## src/hdl/event_id_range_queue_xon_xoff_top_defines.svh

```systemverilog
// Assertion macros for the event ID range queue.
`ifndef EVENT_ID_RANGE_QUEUE_XON_XOFF_TOP_DEFINES_SVH
`define EVENT_ID_RANGE_QUEUE_XON_XOFF_TOP_DEFINES_SVH

// Same-cycle implication, disabled during reset.
`define EIRQ_ASSERT_IMP(label, ante, cons, msg) \
   label: assert property (@(posedge clock) disable iff (reset) (ante) |-> (cons)) \
      else $error(msg);

// Next-cycle implication, disabled during reset.
`define EIRQ_ASSERT_NXT(label, ante, cons, msg) \
   label: assert property (@(posedge clock) disable iff (reset) (ante) |=> (cons)) \
      else $error(msg);

`endif

```

## src/hdl/eirq_pkg.sv

```systemverilog
// Shared types and constants for the event ID range queue.
`timescale 1ns / 1ps

package eirq_pkg;

   localparam int RANGE_DEPTH = 64;
   localparam int PTR_W       = $clog2(RANGE_DEPTH);
   localparam int OCC_W       = PTR_W + 1;
   localparam int ID_W        = 32;
   localparam int FUNC_W      = 2;
   localparam int MSG_W       = 2;
   localparam int CSR_INDEX_W = 1;

   localparam logic [ID_W-1:0] PREV_ID_RESET = 32'hff00_0000;
   localparam logic [ID_W-1:0] HIGH_WM_RESET = 32'd1000;
   localparam logic [ID_W-1:0] LOW_WM_RESET  = 32'd500;

   localparam logic [FUNC_W-1:0] FUNC_UPDATE = 2'd0;
   localparam logic [FUNC_W-1:0] FUNC_POP    = 2'd1;
   localparam logic [FUNC_W-1:0] FUNC_CLEAR  = 2'd2;

   localparam logic [MSG_W-1:0] FLOW_NONE   = 2'd0;
   localparam logic [MSG_W-1:0] FLOW_XOFF   = 2'd1;
   localparam logic [MSG_W-1:0] FLOW_XON    = 2'd2;
   localparam logic [MSG_W-1:0] FLOW_UNUSED = 2'd3;

   localparam logic [CSR_INDEX_W-1:0] CSR_HIGH_WM = CSR_INDEX_W'(0);
   localparam logic [CSR_INDEX_W-1:0] CSR_LOW_WM  = CSR_INDEX_W'(1);

   typedef struct packed {
      logic capture;   // latch the accepted request
      logic execute;   // apply it to the queue and load the result register
      logic out_take;  // result register drained by the consumer
   } eirq_cmd_type;

   typedef struct packed {
      logic out_valid;
   } eirq_stat_type;

endpackage

```

## src/hdl/eirq_ctrl.sv

```systemverilog
// Controller state machine: capture a request, then execute it once the result slot frees.
`timescale 1ns / 1ps

module eirq_ctrl import eirq_pkg::*; (
   input  logic          clock,
   input  logic          reset,
   input  logic          req_valid,
   output logic          req_ready,
   input  logic          rsp_ready,
   input  eirq_stat_type stat,
   output eirq_cmd_type  cmd
);

   typedef enum logic [1:0] {
      ST_IDLE = 2'b01,
      ST_EXEC = 2'b10
   } ctrl_state_type;

   ctrl_state_type state_ff, state_in;
   logic           slot_free;

   assign slot_free = !stat.out_valid || rsp_ready;

   always_comb begin
      state_in     = state_ff;
      req_ready    = 1'b0;
      cmd.capture  = 1'b0;
      cmd.execute  = 1'b0;
      cmd.out_take = stat.out_valid && rsp_ready;
      case (state_ff)
         ST_IDLE: begin
            req_ready = 1'b1;
            if (req_valid) begin
               cmd.capture = 1'b1;
               state_in    = ST_EXEC;
            end
         end
         ST_EXEC: begin
            if (slot_free) begin
               cmd.execute = 1'b1;
               state_in    = ST_IDLE;
            end
         end
         default: begin
            state_in = ST_IDLE;
         end
      endcase
   end

   always_ff @(posedge clock) begin
      if (reset) begin
         state_ff <= ST_IDLE;
      end else begin
         state_ff <= state_in;
      end
   end

endmodule

```

## config.mk

```make
export PLATFORM = sky130hd
export DESIGN_NAME = eirq_ctrl
export DESIGN_NICKNAME = d
export VERILOG_FILES = /design/src/hdl/event_id_range_queue_xon_xoff_top_defines.svh /design/src/hdl/eirq_pkg.sv /design/src/hdl/eirq_ctrl.sv
export SDC_FILE = /design/constraint.sdc
export NUM_CORES = 1
export LEC_CHECK = 0
export ABC_AREA = 1
export BUFFER_PORTS_ARGS = -buffer_cell sky130_fd_sc_hd__buf_2
export CAP_MARGIN = 15
export CORE_AREA = 4 4 41 43
export DETAILED_ROUTE_END_ITERATION = 8
export DIE_AREA = 0 0 45 47
export HOLD_SLACK_MARGIN = 0.08
export PLACE_DENSITY_LB_ADDON = 0.15
export SETUP_SLACK_MARGIN = 0.02
export SLEW_MARGIN = 20
export SYNTH_ARGS = -nofsm -noshare
export SYNTH_HDL_FRONTEND = slang
export SYNTH_SLANG_ARGS = --single-unit
```

## constraint.sdc

```tcl
create_clock -name clock -period 0.8 [get_ports clock]
set_input_delay 0.16 -clock clock [delete_from_list [all_inputs] [get_ports clock]]
set_output_delay 0.16 -clock clock [all_outputs]
set_load 0.005 [all_outputs]
```

==> reports/results.ini <==
[power]
p_leak_nw=0.123
pwr-share-comb_pct=16.5
p_clk_share_pct=55.1
p_int_mw=0.307
pwr_density_cell_nw_per_um2=1900
p_seq_share_pct=28.4
p_sw_share_pct=23.2
peakVddDrop_mv=0.256
p_switching_mw=0.0927

[hold_path]
hold_depth=2
holdPathEnd=state_ff[1]
hp-class=primary input to register
hold_start=reset

[cts]
cts-root-buf=clkbuf_4
cts.path.max_buffers=2
clk-insertion-delay-late_ns=0.22
cts.sinks=2
cts_tree=yes
clk_pin_slew_ns=0.03
cts_buffers=3
cts_max_level=1

[setup_path]
r2r-start=state_ff[1]
cp_max_fo=4
critPathRequiredTime_ns=0.64
worstSetupEndpointType=output pin
start_kind=register
critPathKind=register to output pin
ff2ff_path_depth=5
reg2reg_slack_ns=-0.01
r2r_end=state_ff[0]
worstPathArrival_ns=0.83

[synth]
synth_top_family_by_area=simple AND/OR/NAND/NOR gates
ys_seq_area_share_pct=34.8
netlist_top_cells_area=dfxtp_1 35%, inv_1 20%, nand2_1 16%
netlist_instances=18
synth_fa_ha_area_share_pct=0
syn_area_per_cell_um2=6.40
synth_compound_area_share_pct=7.61
yosys.area_share.simple_pct=38.0
synth_xor_area_share_pct=0
syn-num-nets=23
ys_types=8
netlist_area_um2=115
yosys_warnings=0
yosys.area.top_type_share_pct=34.8
muxShareOfSynthArea_pct=0
ys_seq_elements=2
synth_top_area_cell=dfxtp_1

[finish]
synthToLayoutAreaGrowth_pct=82.6
fin_nets=37
final_util_pct=16.2
largest_registers=state_ff x2
fillCellCount=164
max_flop_register=state_ff
diodes=0
layout_common_cells=8 x buf_2, 5 x nand2_1, 4 x inv_1
multi_input_area_um2=57.6
layout_commonest_cell=buf_2
final-seq-area_um2=41.3
largest_reg_flops=2
drive_gt1_share_pct=63.3

[global_route]
antenna_found_initial=0
grt_use_total_pct=4.26
grt_pass1_vias=162
grt_max_degree=5
grt_pass1_wl_um=558
globalRouteOverflowTotal=0

[timing]
maxSlewViolCount=0
max_slew.worst_pin.slew_ns=0.114
slew_headroom_pct=92.4
finClkSkew_ns=0.00237
fmax_ghz=1.01
fin_tns_setup_ns=-0.521
finalHoldViolCount=0
report.final.setup_viol=4
setup_slack_ns=-0.186
fin_crit_ns=0.986
fin_crit_sh_pct=123
rsz0062_at_grt=yes

[die]
die_h_um=47
dieArea_um2=2120
die_w_um=45
pin_count=9
coreArea_um2=1300
rows=13
start_util_pct=8.85

[drt]
drt_iter0_drc=3
vias=138
vias_per_cell=3.07
firstDrtPassIters=4
avgRoutedWirePerCell_um=7.04
detail-route-antenna-nets=0
drcViolationCount=0
drt-total-wl_um=317

[placed_design]
routabilityCongestion=0.640
portBuffers=8
dp_hpwl_um=252

[status]
status=finished, violations left
failed_checks=negative setup slack

[flow_run]
maxCapViolations=0

[power groups by stage]
stage                     logic (mW)  clock network [mW]  registers (mW)
final                         0.0659               0.220           0.113
after global routing          0.0760               0.233           0.114
after CTS                     0.0663               0.234           0.113
after detailed placement      0.0583                   0           0.113
after global placement        0.0567                   0           0.113
after floorplan               0.0299                   0           0.112
[cell type report]
cell class                 count  share of cell area (%)
sequential                     2                    19.6
clock buffer                   3                    10.7
tap                           15                    8.93
inverter                       6                    10.7
timing repair buffer           9                    22.6
multi-input combinational     10                    27.4
[through the flow]
stage / total power, mW / hold slack (ns) / setup slack [ns] / instance area, µm² / std cells
after floorplan: 0.142 / 0.222 / 0.0902 / 115 / 18
after global placement: 0.170 / 0.338 / -0.00951 / 174 / 41
after detailed placement: 0.171 / 0.346 / -0.0381 / 174 / 41
after CTS: 0.414 / 0.110 / -0.214 / 210 / 45
after global routing: 0.424 / 0.125 / -0.231 / 210 / 45
final: 0.400 / 0.115 / -0.186 / 210 / 45
[how the worst max path moves through the flow]
stage / start / end / slack (ns) / cells after the start
2_1_floorplan: state_ff[1] / cmd[1] / 0.09 / 2
3_3_place_gp: state_ff[0] / cmd[2] / -0.01 / 3
3_5_place_dp: state_ff[1] / cmd[1] / -0.04 / 3
4_1_cts: state_ff[0] / cmd[1] / -0.21 / 2
5_1_grt: state_ff[0] / cmd[1] / -0.23 / 2
6_report: state_ff[0] / cmd[1] / -0.19 / 2
[cell families (layout without fill, tap and decap cells)]
| family | Yosys count | after routing |
|---|---|---|
| and+or+nand+nor | 9 | 9 |
| buffers and inverters | 6 | 18 |
| DFF | 2 | 2 |
| AOI/OAI and AO/OA | 1 | 1 |
[worst max-delay path, cell delays in order (launching register included)]
cell and delay [ns]:
dfxtp_2 0.33, nor3_2 0.15, buf_2 0.13
[metal layers]
| metal | track usage [%] | wire [µm] | vias to the layer above |
|---|---|---|---|
| met1 | 3.17 | 117 | 57 |
| li1 | - | - | 75 |
| met5 | 0 | 0 | - |
| met3 | 2.68 | 48 | 0 |
| met2 | 5.93 | 151 | 6 |
| met4 | 7.02 | 0 | 0 |
[timing repair]
action,CTS,global route
hold buffers,0,0
setup buffers,1,0
setup endpoints to repair,3,5
resized for setup,3,1
pin swaps,1,0
[cell usage after synthesis]
library cell,number
inv_1,6
nand2_1,5
dfxtp_1,2
a21oi_2,1
nand3_2,1
nor2_1,1
nor2_2,1
nor3_1,1
Note: power is estimated with default switching activity, not from simulation.
